[config.mk]
export PLATFORM = sky130hd
export DESIGN_NAME = arith_expression_syntax_checker_top
export DESIGN_NICKNAME = d
export VERILOG_FILES = /design/src/hdl/aesc_pkg.sv /design/src/hdl/arith_expression_syntax_checker_top.sv /design/src/hdl/aesc_core.sv
export SDC_FILE = /design/constraint.sdc
export NUM_CORES = 1
export LEC_CHECK = 0
export BUFFER_PORTS_ARGS = -buffer_cell sky130_fd_sc_hd__buf_4
export CORE_MARGIN = 4
export CORE_UTILIZATION = 61
export CTS_CLUSTER_DIAMETER = 150
export DETAILED_ROUTE_END_ITERATION = 10
export GPL_ROUTABILITY_DRIVEN = 0
export GPL_TIMING_DRIVEN = 0
export PLACE_DENSITY = 0.81
export SETUP_SLACK_MARGIN = 0.3
export SLEW_MARGIN = 20
export SYNTH_ARGS = -nofsm -noshare
export SYNTH_HDL_FRONTEND = slang
export SYNTH_SLANG_ARGS = --single-unit
export TNS_END_PERCENT = 30
[constraint.sdc]
create_clock -name clk_i -period 3.7 [get_ports clk_i]
set_input_delay 0.555 -clock clk_i [delete_from_list [all_inputs] [get_ports clk_i]]
set_output_delay 0.555 -clock clk_i [all_outputs]
set_load 0.01 [all_outputs]
[src/hdl/aesc_pkg.sv]
// Shared types, character codes and helper functions of the expression syntax checker.
package aesc_pkg;

  // Character codes the automaton knows
  localparam logic [7:0] CharSpace = 8'h20;
  localparam logic [7:0] CharOpen  = 8'h28;
  localparam logic [7:0] CharClose = 8'h29;
  localparam logic [7:0] CharMul   = 8'h2A;
  localparam logic [7:0] CharPlus  = 8'h2B;
  localparam logic [7:0] CharMinus = 8'h2D;
  localparam logic [7:0] CharDiv   = 8'h2F;
  localparam logic [7:0] CharZero  = 8'h30;
  localparam logic [7:0] CharOne   = 8'h31;
  localparam logic [7:0] CharNine  = 8'h39;
  localparam logic [7:0] CharEnd   = 8'h24;  // end-of-line mark in text form, for reference

  // Verdict codes on the result beat
  typedef enum logic [2:0] {
    V_PENDING    = 3'd0,
    V_SYNTAX     = 3'd1,
    V_FOREIGN    = 3'd2,
    V_ACCEPT     = 3'd3,
    V_INCOMPLETE = 3'd4,
    V_EMPTY      = 3'd5
  } verdict_e;

  // Latched first error of the line
  typedef enum logic [1:0] {
    F_NONE    = 2'd0,
    F_SYNTAX  = 2'd1,
    F_FOREIGN = 2'd2
  } fail_e;

  // Automaton states
  typedef enum logic [2:0] {
    S_START     = 3'd1,  // operand expected at top level
    S_NUM_TOP   = 3'd2,  // inside a top-level number
    S_OPND_PAR  = 3'd3,  // operand expected inside parentheses
    S_NUM_PAR   = 3'd4,  // inside a number inside parentheses
    S_CLOSE_IN  = 3'd5,  // after ')' with parentheses still open
    S_CLOSE_TOP = 3'd6   // after ')' that closed the last one
  } aut_state_e;

  // Character classes
  typedef enum logic [2:0] {
    C_NZDIGIT = 3'd0,
    C_ZERO    = 3'd1,
    C_OPEN    = 3'd2,
    C_CLOSE   = 3'd3,
    C_OP      = 3'd4,
    C_OTHER   = 3'd5
  } char_class_e;

  // One result beat
  typedef struct packed {
    verdict_e    verdict;
    logic [11:0] position;
    logic [7:0]  open_depth;
  } aesc_result_t;

  function automatic char_class_e classify(input logic [7:0] c);
    char_class_e cls;
    if (c >= CharOne && c <= CharNine) cls = C_NZDIGIT;
    else if (c == CharZero) cls = C_ZERO;
    else if (c == CharOpen) cls = C_OPEN;
    else if (c == CharClose) cls = C_CLOSE;
    else if (c == CharPlus || c == CharMinus || c == CharMul || c == CharDiv) cls = C_OP;
    else cls = C_OTHER;
    return cls;
  endfunction

  function automatic verdict_e fail_to_verdict(input fail_e f);
    verdict_e v;
    case (f)
      F_SYNTAX:  v = V_SYNTAX;
      F_FOREIGN: v = V_FOREIGN;
      default:   v = V_PENDING;
    endcase
    return v;
  endfunction

endpackage

[src/hdl/arith_expression_syntax_checker_top.sv]
// Top level of the arithmetic expression syntax checker with its output buffer.
// The checker takes one character beat per clock while the input is not stalled and
// returns one result beat for each accepted beat. The registered automaton, depth
// counter and error latch update from the accepted beat; a two-entry output buffer
// (result register plus skid register) lets a new beat in while a result waits, so
// input stall rises only when both entries are full. An end-of-line beat reports the
// line verdict and clears the line state for the next beat.
module arith_expression_syntax_checker_top import aesc_pkg::*; #(
  parameter int unsigned MAX_DEPTH = 255,
  parameter int unsigned MAX_LEN   = 4095
) (
  input  logic        clk_i,
  input  logic        rst_ni,
  input  logic        in_valid_i,
  output logic        in_stall_o,
  input  logic [7:0]  char_code_i,
  input  logic        end_of_line_i,
  output logic        out_valid_o,
  input  logic        out_stall_i,
  output logic [2:0]  verdict_o,
  output logic [11:0] position_o,
  output logic [7:0]  open_depth_o
);

  logic         accept;
  logic         out_free;
  logic         out_valid_q, out_valid_d;
  logic         skid_valid_q, skid_valid_d;
  aesc_result_t core_res;
  aesc_result_t out_res_q;
  aesc_result_t skid_res_q;

  assign in_stall_o = skid_valid_q;
  assign accept     = in_valid_i && !skid_valid_q;
  assign out_free   = !out_valid_q || !out_stall_i;

  aesc_core #(
    .MAX_DEPTH(MAX_DEPTH),
    .MAX_LEN  (MAX_LEN)
  ) u_core (
    .clk_i        (clk_i),
    .rst_ni       (rst_ni),
    .step_i       (accept),
    .char_code_i  (char_code_i),
    .end_of_line_i(end_of_line_i),
    .result_o     (core_res)
  );

  // Output buffer occupancy
  always_comb begin
    if (out_free) begin
      out_valid_d  = skid_valid_q || accept;
      skid_valid_d = 1'b0;
    end else begin
      out_valid_d  = 1'b1;
      skid_valid_d = skid_valid_q || accept;
    end
  end

  always_ff @(posedge clk_i or negedge rst_ni) begin
    if (!rst_ni) begin
      out_valid_q  <= 1'b0;
      skid_valid_q <= 1'b0;
    end else begin
      out_valid_q  <= out_valid_d;
      skid_valid_q <= skid_valid_d;
    end
  end

  // Output buffer payload
  always_ff @(posedge clk_i) begin
    if (out_free) begin
      if (skid_valid_q) out_res_q <= skid_res_q;
      else if (accept) out_res_q <= core_res;
    end else if (accept) begin
      skid_res_q <= core_res;
    end
  end

  assign out_valid_o  = out_valid_q;
  assign verdict_o    = out_res_q.verdict;
  assign position_o   = out_res_q.position;
  assign open_depth_o = out_res_q.open_depth;

endmodule

[src/hdl/aesc_core.sv]
// Line state of the checker: automaton, depth counter, count and latched error.
module aesc_core import aesc_pkg::*; #(
  parameter int unsigned MAX_DEPTH = 255,
  parameter int unsigned MAX_LEN   = 4095
) (
  input  logic         clk_i,
  input  logic         rst_ni,
  input  logic         step_i,
  input  logic [7:0]   char_code_i,
  input  logic         end_of_line_i,
  output aesc_result_t result_o
);

  localparam int unsigned DW = $clog2(MAX_DEPTH + 1);
  localparam int unsigned CW = $clog2(MAX_LEN + 1);
  localparam logic [DW-1:0] DepthMax = DW'(MAX_DEPTH);
  localparam logic [DW-1:0] DepthOne = DW'(1);
  localparam logic [CW-1:0] CntMax   = CW'(MAX_LEN);

  aut_state_e  state_q, state_d;
  logic [DW-1:0] depth_q, depth_d;
  logic [CW-1:0] cnt_q, cnt_d;
  fail_e       fail_q, fail_d;
  logic [CW-1:0] fpos_q, fpos_d;

  char_class_e cls;
  aut_state_e  adv_state;
  logic        adv_ok;
  logic        depth_up;
  logic        depth_dn;
  logic        non_space;
  logic [CW-1:0] cnt_step;
  verdict_e      verdict_sel;
  logic [CW-1:0] pos_sel;
  logic [DW-1:0] depth_sel;
  logic [31:0]   pos_w;
  logic [31:0]   depth_w;

  assign cls       = classify(char_code_i);
  assign non_space = (char_code_i != CharSpace);
  assign cnt_step  = (cnt_q != CntMax) ? cnt_q + CW'(1) : cnt_q;

  // Automaton next state and depth push / pop
  always_comb begin
    adv_state = S_START;
    adv_ok    = 1'b0;
    depth_up  = 1'b0;
    depth_dn  = 1'b0;
    case (state_q)
      S_NUM_TOP: begin
        if (cls == C_NZDIGIT || cls == C_ZERO) begin
          adv_state = S_NUM_TOP;
          adv_ok    = 1'b1;
        end else if (cls == C_OP) begin
          adv_state = S_START;
          adv_ok    = 1'b1;
        end
      end
      S_OPND_PAR: begin
        if (cls == C_NZDIGIT) begin
          adv_state = S_NUM_PAR;
          adv_ok    = 1'b1;
        end else if (cls == C_OPEN && depth_q != DepthMax) begin
          adv_state = S_OPND_PAR;
          adv_ok    = 1'b1;
          depth_up  = 1'b1;
        end
      end
      S_NUM_PAR, S_CLOSE_IN: begin
        if ((cls == C_NZDIGIT || cls == C_ZERO) && state_q == S_NUM_PAR) begin
          adv_state = S_NUM_PAR;
          adv_ok    = 1'b1;
        end else if (cls == C_OP) begin
          adv_state = S_OPND_PAR;
          adv_ok    = 1'b1;
        end else if (cls == C_CLOSE && depth_q != '0) begin
          adv_state = (depth_q != DepthOne) ? S_CLOSE_IN : S_CLOSE_TOP;
          adv_ok    = 1'b1;
          depth_dn  = 1'b1;
        end
      end
      S_CLOSE_TOP: begin
        if (cls == C_OP) begin
          adv_state = S_START;
          adv_ok    = 1'b1;
        end
      end
      default: begin
        if (cls == C_NZDIGIT) begin
          adv_state = S_NUM_TOP;
          adv_ok    = 1'b1;
        end else if (cls == C_OPEN && depth_q != DepthMax) begin
          adv_state = S_OPND_PAR;
          adv_ok    = 1'b1;
          depth_up  = 1'b1;
        end
      end
    endcase
  end

  // Line state update for an accepted beat
  always_comb begin
    state_d = state_q;
    depth_d = depth_q;
    cnt_d   = cnt_q;
    fail_d  = fail_q;
    fpos_d  = fpos_q;
    if (step_i) begin
      if (end_of_line_i) begin
        state_d = S_START;
        depth_d = '0;
        cnt_d   = '0;
        fail_d  = F_NONE;
        fpos_d  = '0;
      end else if (non_space) begin
        cnt_d = cnt_step;
        if (fail_q == F_NONE) begin
          if (cls == C_OTHER) begin
            fail_d = F_FOREIGN;
            fpos_d = cnt_step;
          end else if (!adv_ok) begin
            fail_d = F_SYNTAX;
            fpos_d = cnt_step;
          end else begin
            state_d = adv_state;
            if (depth_up) depth_d = depth_q + DW'(1);
            else if (depth_dn) depth_d = depth_q - DW'(1);
          end
        end
      end
    end
  end

  // Result of the current beat
  always_comb begin
    verdict_sel = V_PENDING;
    pos_sel     = cnt_d;
    depth_sel   = depth_d;
    if (end_of_line_i) begin
      depth_sel = depth_q;
      if (fail_q != F_NONE) begin
        verdict_sel = fail_to_verdict(fail_q);
        pos_sel     = fpos_q;
      end else if (cnt_q == '0) begin
        verdict_sel = V_EMPTY;
        pos_sel     = '0;
      end else if (state_q == S_NUM_TOP || state_q == S_CLOSE_TOP) begin
        verdict_sel = V_ACCEPT;
        pos_sel     = cnt_q;
      end else begin
        verdict_sel = V_INCOMPLETE;
        pos_sel     = cnt_q;
      end
    end else if (fail_d != F_NONE) begin
      verdict_sel = fail_to_verdict(fail_d);
      pos_sel     = fpos_d;
    end
  end

  assign pos_w    = 32'(pos_sel);
  assign depth_w  = 32'(depth_sel);
  assign result_o = {verdict_sel, pos_w[11:0], depth_w[7:0]};

  // Line state registers
  always_ff @(posedge clk_i or negedge rst_ni) begin
    if (!rst_ni) begin
      state_q <= S_START;
      depth_q <= '0;
      cnt_q   <= '0;
      fail_q  <= F_NONE;
      fpos_q  <= '0;
    end else begin
      state_q <= state_d;
      depth_q <= depth_d;
      cnt_q   <= cnt_d;
      fail_q  <= fail_d;
      fpos_q  <= fpos_d;
    end
  end

endmodule

# Word level (Yosys, flattened, before mapping)
# Cells that the tools add are included.
dict set report totals {
  out_inout_bits 25
  input_bits 13
  word_cells 147
  regBits 85
}
dict set report classes {
  muxes 72
  bitwise 1
  n_reduce_logical 30
  n_eq_ne 26
  order_cmp 2
  n_addsub 3
}
# operator n
set op_table {}
lappend op_table {{two-way mux 12 bit} 14}
lappend op_table {{two-way mux 8 bit} 9}
lappend op_table {{== test 8 x 6 -> 1 bit (second input constant)} 7}
lappend op_table {{two-way mux 3 bit} 18}
lappend op_table {{two-way mux 23 bit} 2}
lappend op_table {{two-way mux 2 bit} 10}
lappend op_table {{== test 3 bit (second input constant)} 5}
lappend op_table {{two-way mux 1 bit} 15}
lappend op_table {{adder 12 x 1 -> 12 bit (second input constant)} 1}
lappend op_table {{== test 3 x 2 -> 1 bit (second input constant)} 4}
lappend op_table {{logical NOT 12 bit} 1}
lappend op_table {{!= test 12 bit (second input constant)} 1}
lappend op_table {{one-hot mux 3 bit (4 select lines)} 1}
lappend op_table {{nonzero test 2 bit} 6}
lappend op_table {{adder 8 x 1 -> 8 bit (second input constant)} 1}
lappend op_table {{greater-or-equal comparator 8 x 6 -> 1 bit (second input constant)} 1}
lappend op_table {{<= comparator 8 x 6 -> 1 bit (second input constant)} 1}
lappend op_table {{!= test 8 x 1 -> 1 bit (second input constant)} 1}
lappend op_table {{!= test 8 x 6 -> 1 bit (second input constant)} 1}
lappend op_table {{!= test 8 bit (second input constant)} 1}
lappend op_table {{one-hot mux 2 bit (2 select lines)} 2}
lappend op_table {{nonzero test 8 bit} 1}
lappend op_table {{subtractor 8 x 1 -> 8 bit (second input constant)} 1}
lappend op_table {{logical OR 1 bit} 7}
lappend op_table {{other kinds (14)} 23}

# Logic depth before layout (Yosys ltp)
dict set report depth {
  word_depth 27
  depth_mapped 11
  mapped_depth_nobuf 9
}

# By module
# From an unflattened synthesis, not the netlist that was laid out.
dict set report hier_totals {
  cells_unflattened 493
  hier_area_um2 5129.9
}
# module seq_area_each_um2 cells_each area_each_um2 n_inst
set by_module_without_submodules {}
lappend by_module_without_submodules {aesc_core 927.1 414 3296.9 1}
lappend by_module_without_submodules {arith_expression_syntax_checker_top 1431.4 79 1833.0 1}

# Worst setup path after synthesis
# No wires, ideal clock.
dict set report synth_timing {
  path_type {in2reg}
  startpoint {in char_code_i[4]}
  endpoint {reg out_res_q (netlist bit position_o[10]), data pin}
  arrival_time_ns 2.635
  slack_ns 0.804
  n_path_buf 2
  cell_stages 10
  required_time_ns 3.439
  setup_time_ns 0.261
  path_cell_list {buf_2 -> nor4b_1 -> and4_1 -> buf_2 -> a21boi_0 -> a21oi_2 -> nor2_4 -> o211a_1 -> mux2_4 -> a221o_1}
}
dict set report synth_between {
  word_cells_on_any_way 57
  cone_classes {order compare (2); eq/ne (13); mux (32); reduce/logical (10)}
}
# item line
set synth_rtl {}
lappend synth_rtl {{from (decl)} arith_expression_syntax_checker_top.sv:16} ;# input logic [7:0] char_code_i,
lappend synth_rtl {{== test 8 x 6 -> 1 bit} aesc_pkg.sv:67} ;# else if (c == CharPlus || c == CharMinus || c == CharMul || c == CharDiv) cls = C_OP;
lappend synth_rtl {{logical OR 1 bit (3 in a row)} aesc_pkg.sv:67}
lappend synth_rtl {{two-way mux 1 bit} aesc_pkg.sv:67}
lappend synth_rtl {{two-way mux 3 bit} aesc_pkg.sv:66} ;# else if (c == CharClose) cls = C_CLOSE;
lappend synth_rtl {{two-way mux 3 bit} aesc_pkg.sv:65} ;# else if (c == CharOpen) cls = C_OPEN;
lappend synth_rtl {{two-way mux 3 bit} aesc_pkg.sv:64} ;# else if (c == CharZero) cls = C_ZERO;
lappend synth_rtl {{two-way mux 3 bit} aesc_pkg.sv:63} ;# if (c >= CharOne && c <= CharNine) cls = C_NZDIGIT;
lappend synth_rtl {{== test 3 x 2 -> 1 bit} aesc_core.sv:76} ;# end else if (cls == C_CLOSE && depth_q != '0) begin
lappend synth_rtl {{[... 8 more ...]} -}
lappend synth_rtl {{two-way mux 12 bit *} aesc_core.sv:115} ;# end else if (non_space) begin
lappend synth_rtl {{two-way mux 12 bit *} aesc_core.sv:109} ;# if (end_of_line_i) begin
lappend synth_rtl {{two-way mux 12 bit *} aesc_core.sv:108} ;# if (step_i) begin
lappend synth_rtl {{named net u_core.fpos_d[10]} aesc_core.sv:24} ;# logic [CW-1:0] fpos_q, fpos_d;
lappend synth_rtl {{two-way mux 12 bit *} aesc_core.sv:154} ;# end else if (fail_d != F_NONE) begin
lappend synth_rtl {{two-way mux 12 bit *} aesc_core.sv:139} ;# if (end_of_line_i) begin
lappend synth_rtl {{two-way mux 23 bit *} arith_expression_syntax_checker_top.sv:74} ;# else if (accept) out_res_q <= core_res;
lappend synth_rtl {{two-way mux 23 bit *} arith_expression_syntax_checker_top.sv:73} ;# if (skid_valid_q) out_res_q <= skid_res_q;
lappend synth_rtl {{to (signal assigned)} arith_expression_syntax_checker_top.sv:73}
lappend synth_rtl {{to (signal assigned)} arith_expression_syntax_checker_top.sv:74}
lappend synth_rtl {{to (decl)} arith_expression_syntax_checker_top.sv:30} ;# aesc_result_t out_res_q;
# The timed path passes the listed nets; every way through them passes the cells marked *. The select of a mux whose other input is x is not followed.
# A chain may end at the register's enable or synchronous reset.

==> results.sh <==
export IMPL_status="finished, final reports clean"
export IMPL_setup_viol=0
export IMPL_cts_made_buffers=9
export IMPL_p_per_area_nw_per_um2=423
export IMPL_syn2layout_area_growth_pct=12.0
export IMPL_grt_pass1_wl_um=23000
export IMPL_grt_max_degree=40
export IMPL_first_iter_violations=611
export IMPL_hold_slack_ns=0.178
export IMPL_synth_top_cell_area_share=0.261
export IMPL_min_period_ns=3.34
export IMPL_p_sw_w=0.000873
export IMPL_power_frac_seq=0.471
export IMPL_power_internal_w=0.00163
export IMPL_synth_edf_count=46
export IMPL_r2r_start="in_stall_o"
export IMPL_ir_drop_v=0.000242
export IMPL_final_setup_tns_ns=0
export IMPL_switching_share=0.348
export IMPL_syn_avg_cell_area_sq_um=9.54
export IMPL_cts_tree="done"
export IMPL_num_rows=33
export IMPL_ctsHoldBuffers=0
export IMPL_ant_nets=0
export IMPL_clk_pin_slew_ns=0.10
export IMPL_synth_seq_area_share=0.446
export IMPL_routed_wl_um=14600
export IMPL_cap_viol_max_count=0
export IMPL_die_width_um=101
export IMPL_start_kind="register"
export IMPL_drive_above_1_share=0.186
export IMPL_reg2reg_setup_slack_ns=0.36
export IMPL_fmax_mhz=299
export IMPL_synth_fp_nets=573
export IMPL_synth_area_top_cells="edfxtp_1 (26%), dfrtp_1 (18%), nand2_1 (4.9%), nor2_1 (3.6%), a21oi_1 (3.0%)"
export IMPL_core_area_sq_um=8340
export IMPL_fin_worst_skew_ns=0.0152
export IMPL_netlist_area_sq_um=5290
export IMPL_cp_endpoint="position_o[3]"
export IMPL_cts_root_buffer="clkbuf_8"
export IMPL_grt_util_all_layers=0.290
export IMPL_nFillCells=628
export IMPL_detail_route_vias_per_cell=6.88
export IMPL_place_port_buffers=36
export IMPL_first_pass_iters=6
export IMPL_antenna_cells=0
export IMPL_leakage_nw=2.42
export IMPL_worst_skew_pair_late_latency_ns=0.37
export IMPL_hold_violations=0
export IMPL_r2r_end="position_o[3]"
export IMPL_synth_top_cell_by_area="edfxtp_1"
export IMPL_grt_ovfl_total=0
export IMPL_pin_count=38
export IMPL_pwr_share_comb=0.278
export IMPL_rsz0062_at_grt="yes"
export IMPL_fin_util=0.710
export IMPL_die_h_um=101
export IMPL_vias=4905
export IMPL_max_clock_path_buffers=2
export IMPL_nNetsFinal=622
export IMPL_wl_per_cell_um=20.4
export IMPL_ys_ff_latch=85
export IMPL_total_power_w=0.00251
export IMPL_htreeDepth=3
export IMPL_synthFlopType="edfxtp_1"
export IMPL_dp_hpwl_um=10200
export IMPL_drv_slew=0
export IMPL_rr_worst_depth=10
export IMPL_cts_sinks=85
export IMPL_arrival_ns=3.59
export IMPL_grt_pass1_vias=4351
export IMPL_relSlewSlack=0.398
export IMPL_crit_start="in_stall_o"
export IMPL_cp_required_ns=3.95
export IMPL_p_clk_frac=0.251
export IMPL_drc=0
export IMPL_yosysWarnings=0
export IMPL_worstSetupPathType="reg -> reg"
export IMPL_synth_cell_types=82
export IMPL_initial_core_util=0.634
export IMPL_crit_path_max_fanout=10
export IMPL_tightestPinTransition_ns=0.897
export IMPL_crit_path_end_kind="register"
export IMPL_antenna_found_initial=0
export IMPL_postSynth_asyncResetShare=0.459
export IMPL_hp_class="in -> async"
export IMPL_netlist_instances=554
export IMPL_min_period_over_period=0.904
export IMPL_die_area_sq_um=10200
## power by group through the flow
| stage | registers (W) | clock network, W | logic, W |
|---|---|---|---|
| after floorplan | 0.00120 | 0 | 0.000442 |
| after global placement | 0.00119 | 0 | 0.000643 |
| after detailed placement | 0.00120 | 0 | 0.000668 |
| after CTS | 0.00118 | 0.000626 | 0.000673 |
| after global routing | 0.00119 | 0.000673 | 0.000754 |
| final | 0.00118 | 0.000629 | 0.000696 |
## worst max-delay path: stages, from the launching register on
cell	delay [ns]
dfrtp_1	0.47
nor2b_1	0.19
buf_1	0.47
o31ai_2	0.34
nor2_2	0.42
nor2_1	0.07
o41ai_1	0.44
o21ai_0	0.21
o32ai_2	0.29
buf_4	0.18
mux2_2	0.14
## worst min path at each step
stage / endpoint
finish: u_core.cnt_q[2]
global route: u_core.cnt_q[2]
CTS: u_core.state_q[2]
detailed placement: u_core.fpos_q[11]
global placement: u_core.fpos_q[11]
floorplan: in_stall_o
## repair_timing
action / 4_1_cts / 5_1_grt
setup buffers: 0 / 1
gates resized for setup: 0 / 4
setup endpoints to repair: 0 / 11
## metal layers
metal / vias up / global-route usage / share of wire
met5: - / 0 / 0
met4: 0 / 0.117 / 0.032
met3: 49 / 0.0478 / 0.12
met2: 390 / 0.450 / 0.45
met1: 2302 / 0.406 / 0.40
li1: 2164 / - / -
## placed cells by master (no fill, tap or decap), types with 14 or more instances in the layout
cell type	netlist	layout
a21oi_1	32	31
buf_4	1	38
clkbuf_1	20	19
dfrtp_1	38	38
edfxtp_1	46	46
inv_1	15	15
mux2_2	14	14
nand2_1	69	69
nand3_1	19	19
nor2_1	51	49
nor3_1	14	14
o21ai_0	32	32
## stage by stage
| step | setup slack [ns] | std cells | instance area (sq um) |
|---|---|---|---|
| 2_1_floorplan | 0.804 | 554 | 5290 |
| 4_1_cts | 0.316 | 712 | 5890 |
| 6_report | 0.355 | 713 | 5920 |
| 3_3_place_gp | 0.106 | 695 | 5690 |
| 3_5_place_dp | 0.135 | 696 | 5720 |
| 5_1_grt | 0.284 | 713 | 5920 |
## sequential cells by signal, summed over array words and instances (netlist names)
register,flops
in_stall_o,1
open_depth_o,8
u_core.depth_q,8
u_core.fail_q,2
verdict_o,3
position_o,12
skid_res_q,23
u_core.state_q,3
out_valid_o,1
u_core.fpos_q,12
u_core.cnt_q,12
## layout make-up
class / count / area (sq um) / share of cell area
multi-input combinational: 423 / 2770 / 0.468
sequential: 85 / 2360 / 0.398
timing repair buffer: 38 / 293 / 0.0495
buffer: 31 / 130 / 0.0220
tap: 105 / 131 / 0.0222
clock buffer: 9 / 124 / 0.0209
inverter: 15 / 56.3 / 0.00951
clock inverter: 7 / 55.1 / 0.00930
## cell families (layout without fill, tap and decap cells)
kind of cell,Yosys count,count (layout),share of synthesized area
simple gates,219,219,0.209
compound gates,152,152,0.208
flops,85,85,0.446
buf+inv,46,100,0.0353
mux,28,28,0.0573
xor+xnor,18,18,0.0298
fa+ha+maj,6,6,0.0142
## cell usage after synthesis, types with 3 or more instances
cell	number
nand2b_1	4
o21a_1	5
o32ai_1	4
nor3b_2	3
nor2b_1	5
inv_1	15
nor4_1	6
edfxtp_1	46
nand4_1	8
a21oi_1	32
and3_1	6
ha_1	6
and4_1	3
o211ai_1	6
and2_1	3
or2_2	4
xnor2_1	8
nor3_1	14
xor2_1	10
nand3_1	19
nand2_1	69
o31ai_1	7
clkbuf_1	20
a21o_1	5
or3_1	5
o22ai_1	4
buf_2	8
dfrtp_1	38
mux2_2	14
o21ai_0	32
mux2i_1	13
a22o_1	4
a31oi_1	8
nor2_1	51
o21ai_1	3
or4_1	3
No activity file was read; power rests on OpenSTA's default activity.
